===== src/hw/rtl/sti_pkg.sv =====
`timescale 1ns / 1ps
`default_nettype none

package sti_pkg;

  // Table and number formats.
  localparam int QUADRANT_ENTRIES = 91;
  localparam int FRACTION_BITS    = 8;
  localparam int SINE_BITS        = 16;
  localparam int ANGLE_BITS       = 18;

  localparam int QSPAN        = QUADRANT_ENTRIES - 1;
  localparam int HALF_CIRCLE  = 2 * QSPAN;
  localparam int FULL_CIRCLE  = 4 * QSPAN;
  localparam int ANGLE_LIMIT  = FULL_CIRCLE * (2 ** FRACTION_BITS);
  localparam int ADDR_BITS    = $clog2(QUADRANT_ENTRIES);
  localparam int WHOLE_BITS   = ANGLE_BITS - FRACTION_BITS;
  localparam int ROM_CNT_BITS = $clog2(QUADRANT_ENTRIES + 1);

  // Signed datapath widths: a table value, a difference, a product, a sum.
  localparam int Y_BITS    = SINE_BITS + 1;
  localparam int DIFF_BITS = SINE_BITS + 2;
  localparam int PROD_BITS = DIFF_BITS + FRACTION_BITS + 1;
  localparam int NUM_BITS  = PROD_BITS + 1;

  // Fixed-point constants used only while building the table.
  localparam int        WORK_FRAC = 28;
  localparam longint    PI_Q28    = 64'h3243F6A9;

  typedef logic [SINE_BITS-1:0] sine_rom_t [QUADRANT_ENTRIES];

  // Write request from the table loader to the memory.
  typedef struct packed {
    logic                 we;
    logic [ADDR_BITS-1:0] addr;
    logic [SINE_BITS-1:0] data;
  } sti_wr_t;

  // Seventh-order Taylor sine of entry i, rounded to Q1.(SINE_BITS-1).
  function automatic logic [SINE_BITS-1:0] taylor_entry(input int i);
    longint          x;
    longint unsigned ux;
    longint unsigned p2;
    longint unsigned p3;
    longint unsigned p5;
    longint unsigned p7;
    longint          s;
    longint unsigned us;
    longint unsigned r;
    longint unsigned maxv;
    int              ob;
    int              sh;
    x    = (longint'(i) * PI_Q28 + longint'(QSPAN)) / (2 * QSPAN);
    ux   = longint'(x);
    p2   = (ux * ux) >> WORK_FRAC;
    p3   = (p2 * ux) >> WORK_FRAC;
    p5   = (p3 * p2) >> WORK_FRAC;
    p7   = (p5 * p2) >> WORK_FRAC;
    s    = x - longint'(p3 / 6) + longint'(p5 / 120) - longint'(p7 / 5040);
    ob   = SINE_BITS - 1;
    maxv = (64'd1 << ob) - 64'd1;
    if (s < 0) begin
      s = 0;
    end
    us = longint'(s);
    if (ob <= WORK_FRAC) begin
      sh = WORK_FRAC - ob;
      r  = (us + ((64'd1 << sh) >> 1)) >> sh;
    end else begin
      r = us << (ob - WORK_FRAC);
    end
    if (r > maxv) begin
      r = maxv;
    end
    return r[SINE_BITS-1:0];
  endfunction

  function automatic sine_rom_t build_rom();
    sine_rom_t t;
    for (int i = 0; i < QUADRANT_ENTRIES; i++) begin
      t[i] = taylor_entry(i);
    end
    return t;
  endfunction

  // First-quadrant sine table, one entry per degree.
  localparam sine_rom_t SINE_ROM = build_rom();

endpackage

`default_nettype wire


===== src/hw/rtl/sti_ram.sv =====
`timescale 1ns / 1ps
`default_nettype none

// Generic RAM: one write port, two read ports with registered read data.
module sti_ram #(
  parameter int WIDTH = 16,
  parameter int DEPTH = 91
) (
  input  wire logic                     clk,
  input  wire logic                     we,
  input  wire logic [$clog2(DEPTH)-1:0] waddr,
  input  wire logic [WIDTH-1:0]         wdata,
  input  wire logic                     re,
  input  wire logic [$clog2(DEPTH)-1:0] raddr0,
  input  wire logic [$clog2(DEPTH)-1:0] raddr1,
  output logic      [WIDTH-1:0]         rdata0,
  output logic      [WIDTH-1:0]         rdata1
);

  logic [WIDTH-1:0] mem [DEPTH];

  // Write port.
  always_ff @(posedge clk) begin
    if (we) begin
      mem[waddr] <= wdata;
    end
  end

  // Read ports; data holds while re is low.
  always_ff @(posedge clk) begin
    if (re) begin
      rdata0 <= mem[raddr0];
      rdata1 <= mem[raddr1];
    end
  end

endmodule

`default_nettype wire


===== src/hw/rtl/sti_loader.sv =====
`timescale 1ns / 1ps
`default_nettype none

// Copies the constant sine table into the memory after reset, one entry a cycle.
module sti_loader (
  input  wire logic            clk,
  input  wire logic            rst_n,
  output sti_pkg::sti_wr_t     wr,
  output logic                 done
);

  logic [sti_pkg::ROM_CNT_BITS-1:0] cnt_r;
  logic [sti_pkg::ROM_CNT_BITS-1:0] cnt_nxt;
  logic                             done_r;
  logic                             done_nxt;
  logic [sti_pkg::ADDR_BITS-1:0]    addr;

  assign addr = cnt_r[sti_pkg::ADDR_BITS-1:0];

  // Step through the table until the last entry has been written.
  always_comb begin
    cnt_nxt  = cnt_r;
    done_nxt = done_r;
    if (!done_r) begin
      if (cnt_r == sti_pkg::ROM_CNT_BITS'(sti_pkg::QUADRANT_ENTRIES - 1)) begin
        done_nxt = 1'b1;
      end else begin
        cnt_nxt = cnt_r + 1'b1;
      end
    end
  end

  always_ff @(posedge clk) begin
    if (!rst_n) begin
      cnt_r  <= '0;
      done_r <= 1'b0;
    end else begin
      cnt_r  <= cnt_nxt;
      done_r <= done_nxt;
    end
  end

  // Write request for the current entry.
  always_comb begin
    wr.we   = !done_r;
    wr.addr = addr;
    wr.data = sti_pkg::SINE_ROM[addr];
  end

  assign done = done_r;

endmodule

`default_nettype wire


===== src/hw/rtl/sine_table_interpolator.sv =====
`timescale 1ns / 1ps
`default_nettype none

// An accepted beat passes stage 1 (table read at both neighbor degrees at once), stage 2
// (product) and the output register. Throughput: one beat per cycle unless out_ready stalls.
// Reset: synchronous, active low; clears all valid flags and restarts the table load.
// After reset the table is copied into memory, with in_ready held low meanwhile.
module sine_table_interpolator (
  input  wire logic                                  clk,
  input  wire logic                                  rst_n,
  input  wire logic                                  in_valid,
  output logic                                       in_ready,
  input  wire logic signed [sti_pkg::ANGLE_BITS-1:0] in_angle,
  output logic                                       out_valid,
  input  wire logic                                  out_ready,
  output logic signed      [sti_pkg::SINE_BITS-1:0]  out_sine,
  output logic                                       out_in_range
);

  typedef struct packed {
    logic                          neg;
    logic [sti_pkg::ADDR_BITS-1:0] addr;
  } quad_t;

  // Map a whole degree onto a table entry and a sign.
  function automatic quad_t map_quad(input logic [sti_pkg::WHOLE_BITS-1:0] n);
    quad_t                          q;
    logic [sti_pkg::WHOLE_BITS-1:0] m;
    q.neg = 1'b0;
    m     = n;
    if (n > sti_pkg::WHOLE_BITS'(sti_pkg::HALF_CIRCLE)) begin
      m     = n - sti_pkg::WHOLE_BITS'(sti_pkg::HALF_CIRCLE);
      q.neg = 1'b1;
    end
    if (m <= sti_pkg::WHOLE_BITS'(sti_pkg::QSPAN)) begin
      q.addr = sti_pkg::ADDR_BITS'(m);
    end else begin
      q.addr = sti_pkg::ADDR_BITS'(sti_pkg::WHOLE_BITS'(sti_pkg::HALF_CIRCLE) - m);
    end
    return q;
  endfunction

  sti_pkg::sti_wr_t                   wr;
  logic                               load_done;
  logic                               adv_out;
  logic                               adv_s2;
  logic                               adv_s1;
  logic                               in_fire;

  logic                               range_in;
  logic [sti_pkg::WHOLE_BITS-1:0]     whole0;
  logic [sti_pkg::WHOLE_BITS-1:0]     whole1;
  quad_t                              q0;
  quad_t                              q1;
  logic [sti_pkg::SINE_BITS-1:0]      rd0;
  logic [sti_pkg::SINE_BITS-1:0]      rd1;

  logic                               s1_valid_r;
  logic                               s1_range_r;
  logic                               s1_neg0_r;
  logic                               s1_neg1_r;
  logic [sti_pkg::FRACTION_BITS-1:0]  s1_frac_r;

  logic signed [sti_pkg::Y_BITS-1:0]    y0;
  logic signed [sti_pkg::Y_BITS-1:0]    y1;
  logic signed [sti_pkg::DIFF_BITS-1:0] diff;
  logic signed [sti_pkg::PROD_BITS-1:0] s2_prod_nxt;

  logic                                 s2_valid_r;
  logic                                 s2_range_r;
  logic signed [sti_pkg::Y_BITS-1:0]    s2_y0_r;
  logic signed [sti_pkg::PROD_BITS-1:0] s2_prod_r;

  logic signed [sti_pkg::NUM_BITS-1:0]  num;
  logic signed [sti_pkg::SINE_BITS-1:0] out_sine_nxt;

  logic                                 out_valid_r;
  logic                                 out_in_range_r;
  logic signed [sti_pkg::SINE_BITS-1:0] out_sine_r;

  // Table load after reset.
  sti_loader u_loader (
    .clk   (clk),
    .rst_n (rst_n),
    .wr    (wr),
    .done  (load_done)
  );

  // Pipeline flow: a stage loads when it is empty or the one after it is moving.
  assign adv_out  = !out_valid_r || out_ready;
  assign adv_s2   = !s2_valid_r || adv_out;
  assign adv_s1   = !s1_valid_r || adv_s2;
  assign in_ready = adv_s1 && load_done;
  assign in_fire  = in_valid && in_ready;

  // Range check and neighbor degrees; out-of-range angles read entries zero and one.
  always_comb begin
    range_in = !in_angle[sti_pkg::ANGLE_BITS-1] &&
               (in_angle[sti_pkg::ANGLE_BITS-2:0] <
                (sti_pkg::ANGLE_BITS-1)'(sti_pkg::ANGLE_LIMIT));
    whole0   = range_in ? in_angle[sti_pkg::ANGLE_BITS-1:sti_pkg::FRACTION_BITS] : '0;
    if (whole0 == sti_pkg::WHOLE_BITS'(sti_pkg::FULL_CIRCLE - 1)) begin
      whole1 = '0;
    end else begin
      whole1 = whole0 + 1'b1;
    end
    q0 = map_quad(whole0);
    q1 = map_quad(whole1);
  end

  // The table is written only while loading, when no beat is accepted,
  // so reads that overlap a write to the same entry never feed a valid beat.
  sti_ram #(
    .WIDTH (sti_pkg::SINE_BITS),
    .DEPTH (sti_pkg::QUADRANT_ENTRIES)
  ) u_ram (
    .clk    (clk),
    .we     (wr.we),
    .waddr  (wr.addr),
    .wdata  (wr.data),
    .re     (adv_s1),
    .raddr0 (q0.addr),
    .raddr1 (q1.addr),
    .rdata0 (rd0),
    .rdata1 (rd1)
  );

  // Stage 1: side information travels with the memory read.
  always_ff @(posedge clk) begin
    if (!rst_n) begin
      s1_valid_r <= 1'b0;
    end else if (adv_s1) begin
      s1_valid_r <= in_fire;
    end
  end

  always_ff @(posedge clk) begin
    if (adv_s1) begin
      s1_range_r <= range_in;
      s1_neg0_r  <= q0.neg;
      s1_neg1_r  <= q1.neg;
      s1_frac_r  <= in_angle[sti_pkg::FRACTION_BITS-1:0];
    end
  end

  // Signed table values, their difference and its product with the fraction.
  always_comb begin
    y0          = s1_neg0_r ? -$signed({1'b0, rd0}) : $signed({1'b0, rd0});
    y1          = s1_neg1_r ? -$signed({1'b0, rd1}) : $signed({1'b0, rd1});
    diff        = sti_pkg::DIFF_BITS'(y1) - sti_pkg::DIFF_BITS'(y0);
    s2_prod_nxt = sti_pkg::PROD_BITS'(diff) *
                  sti_pkg::PROD_BITS'($signed({1'b0, s1_frac_r}));
  end

  // Stage 2: product register.
  always_ff @(posedge clk) begin
    if (!rst_n) begin
      s2_valid_r <= 1'b0;
    end else if (adv_s2) begin
      s2_valid_r <= s1_valid_r;
    end
  end

  always_ff @(posedge clk) begin
    if (adv_s2) begin
      s2_range_r <= s1_range_r;
      s2_y0_r    <= y0;
      s2_prod_r  <= s2_prod_nxt;
    end
  end

  // Round to nearest, ties up: add half an LSB, then floor by the shift.
  always_comb begin
    num = (sti_pkg::NUM_BITS'(s2_y0_r) <<< sti_pkg::FRACTION_BITS)
        + sti_pkg::NUM_BITS'(s2_prod_r)
        + sti_pkg::NUM_BITS'(2 ** (sti_pkg::FRACTION_BITS - 1));
    out_sine_nxt = s2_range_r ?
                   num[sti_pkg::FRACTION_BITS +: sti_pkg::SINE_BITS] : '0;
  end

  // Output register.
  always_ff @(posedge clk) begin
    if (!rst_n) begin
      out_valid_r <= 1'b0;
    end else if (adv_out) begin
      out_valid_r <= s2_valid_r;
    end
  end

  always_ff @(posedge clk) begin
    if (adv_out) begin
      out_sine_r     <= out_sine_nxt;
      out_in_range_r <= s2_range_r;
    end
  end

  assign out_valid    = out_valid_r;
  assign out_sine     = out_sine_r;
  assign out_in_range = out_in_range_r;

  // No beat is taken before the table is loaded.
  a_no_accept_while_loading: assert property (@(posedge clk) disable iff (!rst_n)
    !load_done |-> !in_ready)
    else $error("input accepted during table load");

  // Pipeline contents imply a finished table.
  a_pipe_after_load: assert property (@(posedge clk) disable iff (!rst_n)
    (s1_valid_r || s2_valid_r || out_valid_r) |-> load_done)
    else $error("pipeline busy before table load completed");

  // Once loaded, the table stays loaded.
  a_load_sticky: assert property (@(posedge clk) disable iff (!rst_n)
    load_done |=> load_done)
    else $error("table load restarted without reset");

  // Out-of-range results carry zero.
  a_out_of_range_zero: assert property (@(posedge clk) disable iff (!rst_n)
    (out_valid_r && !out_in_range_r) |-> (out_sine_r == '0))
    else $error("nonzero sine for out-of-range angle");

endmodule

`default_nettype wire


===== config.mk =====
export PLATFORM = sky130hd
export DESIGN_NAME = sine_table_interpolator
export DESIGN_NICKNAME = d
export VERILOG_FILES = /design/src/hw/rtl/sti_pkg.sv /design/src/hw/rtl/sti_ram.sv /design/src/hw/rtl/sti_loader.sv /design/src/hw/rtl/sine_table_interpolator.sv
export SDC_FILE = /design/constraint.sdc
export NUM_CORES = 2
export LEC_CHECK = 0
export BUFFER_PORTS_ARGS = -buffer_cell sky130_fd_sc_hd__buf_4
export CELL_PAD_IN_SITES_DETAIL_PLACEMENT = 0
export CELL_PAD_IN_SITES_GLOBAL_PLACEMENT = 1
export CORE_MARGIN = 2
export CORE_UTILIZATION = 44
export DETAILED_ROUTE_END_ITERATION = 16
export PLACE_DENSITY_LB_ADDON = 0.1
export SETUP_SLACK_MARGIN = 0.3
export SLEW_MARGIN = 10
export SYNTH_ARGS = -nofsm -noshare
export SYNTH_HDL_FRONTEND = slang
export SYNTH_SLANG_ARGS = --single-unit

===== constraint.sdc =====
create_clock -name clk -period 13.86 [get_ports clk]
set_input_delay 2.772 -clock clk [delete_from_list [all_inputs] [get_ports clk]]
set_output_delay 2.772 -clock clk [all_outputs]
set_load 0.05 [all_outputs]

==> reports/results.txt <==
The run finished, with violations left. The checks that failed: max-capacitance violations, max-slew violations. In this run, the number of DRC markers left after iteration 0 of detailed routing was 11103. The number of buffers added by the clock tree synthesis step came out at 163. The end point of the worst hold path is s2_range_r. In this run the tool buffered the top-level ports with 40 buffer cells. STA classifies the critical path startpoint as an input port.

The detailed router placed 64506 vias in this run. The synthesized netlist contains 91 unique library cells. By area the synthesized netlist is led by edfxtp_1 (57%), nand2_1 (5.3%), o22ai_1 (4.5%). Counting instances, the worst hold path has a depth of 0. The count of nets after finishing came out at 7024.

The logs give 0.494 for the final core utilization and 15401 for the number of filler cells placed in the layout. Between clock sinks in the finished design, the worst skew comes to 0.0416 ns. The class of the tightest hold or removal check was register to register. TritonCTS built the clock tree. In the synthesized netlist the dominant register cell turns out to be edfxtp_1. The cell type with the highest aggregate area in the netlist is edfxtp_1. The run gives 174000 µm² as the area of the core region. For the leakage dissipation, the log shows 29.2 nW. The startpoint of the most critical hold path is s1_range_r.

In this run the remaining antenna-violating nets after routing total 0. In this run the deepest clock path goes through 3 buffers. The total track usage is 0.366.

The maximum vdd drop is 1.12 mV, and the weighted congestion at the end of routability-driven global placement is 0.983. The most frequent cell after synthesis is edfxtp_1. The tools report the number of non-filler instances in the completed layout as 9257.

Number of storage elements in the synthesis netlist: 1468. The first-pass GRT wire length was 464 mm. The clock root buffer is clkbuf_16. The minimum hold slack is 0.480 ns.

The final max-slew violation count was 2; the height of the die was 422 µm. For the final routed database, the setup TNS stands at 0 ns. The number of endpoints failing setup at the final stage was 0; the share of the yosys chip area belonging to registers was 0.573.

The number of cells upsized or downsized after cts was 0. The worst register-to-register path ends at s2_prod_r[23]. Dividing the detail-routed via count by the number of cells gives 6.97. Setup repair after global routing left no endpoint under its margin. The largest single stage delay on the critical path is 0.95 ns.

Startpoint of the most critical register-to-register path: u_ram.rdata0[0]. The row count is 153. By count the netlist is led by edfxtp_1 (1457), nand2_1 (1088), o22ai_1 (556), nor2_1 (388), clkbuf_1 (375). The post-layout total power is 25.3 mW, and the level count of the clock H-tree is 4. The largest individual stage delay along the critical path comes from the cell o21ai_0.

The final hold violation count is 0. The number of buffers inserted to repair setup after CTS is 0. For the count of yosys warnings during synthesis, the log shows 0.

The number of instances in the placed design was 8953; the initial standard-cell utilization of the core was 0.442. For the via count of the first global-routing pass, the log shows 59167. The type of the setup path with the least slack was input port to register.

Share of Yosys cell area claimed by the top area cell type: 0.570. The relative max-transition margin came out at -0.0187. Clock latency on the worst-skew pair, taken at its later pin, is 0.85 ns.

The horizontal extent of the die was 422 µm. The total overflow reported by the global router was 0. Dividing total power by cell area gives a power density of 296 nW/µm². The number of flops mapped to enable cells by yosys is 1457, and the final critical-path share of the clock period is 0.760. The run gives 14.44 ns as the required arrival time at the worst endpoint.

The tools report the cell area after synthesis as 76800 µm². STA puts the critical path data arrival time at 11.12 ns. For the pin count of the biggest net entering global routing, the log shows 112. For this block, the routed nets add up to 336 mm of wire.

The async set or reset register ratio after synthesis was 0. Relative to the synthesized area, the layout overhead comes to 11.7%. The post-route minimum period came out at 10.53 ns.

The run gives 94.9 MHz as the achievable clock frequency. The wire-length estimate of the detail-placed layout is 214 mm. Dividing the detail-routed wire length by the instance count gives 36.3 µm.

In this run the count of I/O pins placed on the die edge is 41. For this design, the CTS-stage hold fixing added 0 buffers. The post-synthesis instance total was 6877; the number of clock sinks was 1468. Dividing the synthesized area by the synthesized cell count gives 11.2 µm². The initial antenna violation count was 19; the transition time of the tightest slew-check pin was 1.53 ns.

For the first-pass iteration count of the detailed router, the log shows 7. The number of cell instances on the worst register-to-register path was 32. The worst setup path is captured at a register. The floorplan step defined a die boundary enclosing 178000 µm².

The clock-pin transition on the worst setup and hold timing paths works out to 0.06 ns. The fraction of layout instances using a drive strength above 1 is 0.0973. The number of design rule violations left after detail routing was 0; the maximum fanout along the worst path was 68. The critical path goes through buf_4 -> nor2_1 -> a21oi_4 -> inv_2 -> and2_4 -> ha_1 -> inv_1 -> a211oi_1 -> a211o_1 -> inv_2 -> ha_1 -> nand3b_2 -> o21a_1 -> or4_4 -> a211oi_1 -> a21oi_4 -> buf_4 -> and2_4 -> buf_12 -> nand2_1 -> a31oi_1 -> o21ai_0 -> nand4_1 -> or4_1.

The post-synthesis net count came out at 7107. For flop-to-flop paths, the worst setup slack is 4.09 ns. The tools report the number of maximum-capacitance violations as 1.
[kinds of logic (layout without fill, tap and decap cells)]
family / count (synthesis) / in the layout / share of synthesized area
other cells: 0 / 5 / 0
fa+ha+maj: 208 / 208 / 0.0443
compound gates: 2141 / 2141 / 0.189
xor+xnor: 79 / 79 / 0.00901
simple gates: 2091 / 2091 / 0.122
flops: 1468 / 1468 / 0.573
buf+inv: 752 / 802 / 0.0394
mux: 138 / 138 / 0.0241
[cell type report]
type | instances | area (µm²) | area share
antenna | 5 | 12.5 | 0.000146
multi-input combinational | 4657 | 30200 | 0.353
tap | 2325 | 2910 | 0.0339
clock inverter | 95 | 1070 | 0.0125
clock buffer | 203 | 4250 | 0.0496
timing repair buffer | 307 | 2490 | 0.0291
sequential | 1468 | 44000 | 0.513
inverter | 197 | 742 | 0.00866
[metrics by stage]
stage	instance area (µm²)	setup slack, ns
5_1_grt	85700	3.18
3_5_place_dp	80300	2.74
2_1_floorplan	76800	4.19
3_3_place_gp	80300	2.74
4_1_cts	85600	3.59
6_report	85700	3.33
[worst max path at each step]
| stage | start | endpoint | slack [ns] |
|---|---|---|---|
| 6_report | in_angle[16] | u_ram.rdata1[6] | 3.33 |
| 5_1_grt | in_angle[16] | u_ram.rdata1[1] | 3.18 |
| 4_1_cts | in_angle[16] | u_ram.rdata1[6] | 3.59 |
| 3_5_place_dp | in_angle[16] | u_ram.rdata1[6] | 2.74 |
| 3_3_place_gp | in_angle[16] | u_ram.rdata1[6] | 2.74 |
| 2_1_floorplan | in_angle[11] | u_ram.rdata1[10] | 4.19 |
[state kept, by name (all words and copies together), names as in the netlist, 7 cells and up]
register	count
u_ram.rdata1	15
u_loader.addr	7
s2_y0_r	16
out_sine	16
u_ram.rdata0	15
s1_frac_r	8
u_ram.mem	1365
s2_prod_r	17
[cell usage in the layout (no fill, tap or decap), drive strengths merged, types with 102 or more instances in the layout]
cell type  synthesis  routed
nand2           1088    1088
buf              180     307
edfxtp          1457    1457
o22ai            556     556
a31oi            339     339
clkbuf           375     203
o21ai            304     304
o221ai           367     367
fa               106     106
a21oi            171     171
nor2             391     391
inv              195     206
ha               102     102
[where the power goes]
group          internal [mW]  switching [mW]  total [mW]
clock                   2.48            1.93        4.41
combinational           5.88            9.02        14.9
sequential              5.83           0.192        6.02
total                   14.2            11.1        25.3
[critical path: cells and delay by family]
kind,cells,cell delay (ns)
AOI/OAI and AO/OA,8,2.65
adders and majority gates,2,0.65
and+or+nand+nor,8,3.50
buffers and inverters,6,1.35
[layer usage]
metal,vias up,routed length (µm),share of wire,global-route usage
met2,4734,141000,0.42,0.524
met1,32287,126000,0.38,0.487
li1,26659,-,-,-
met3,818,46900,0.14,0.128
met5,-,134,0.00040,0.00376
met4,8,21100,0.063,0.197
No activity file was read; power rests on OpenSTA's default activity.
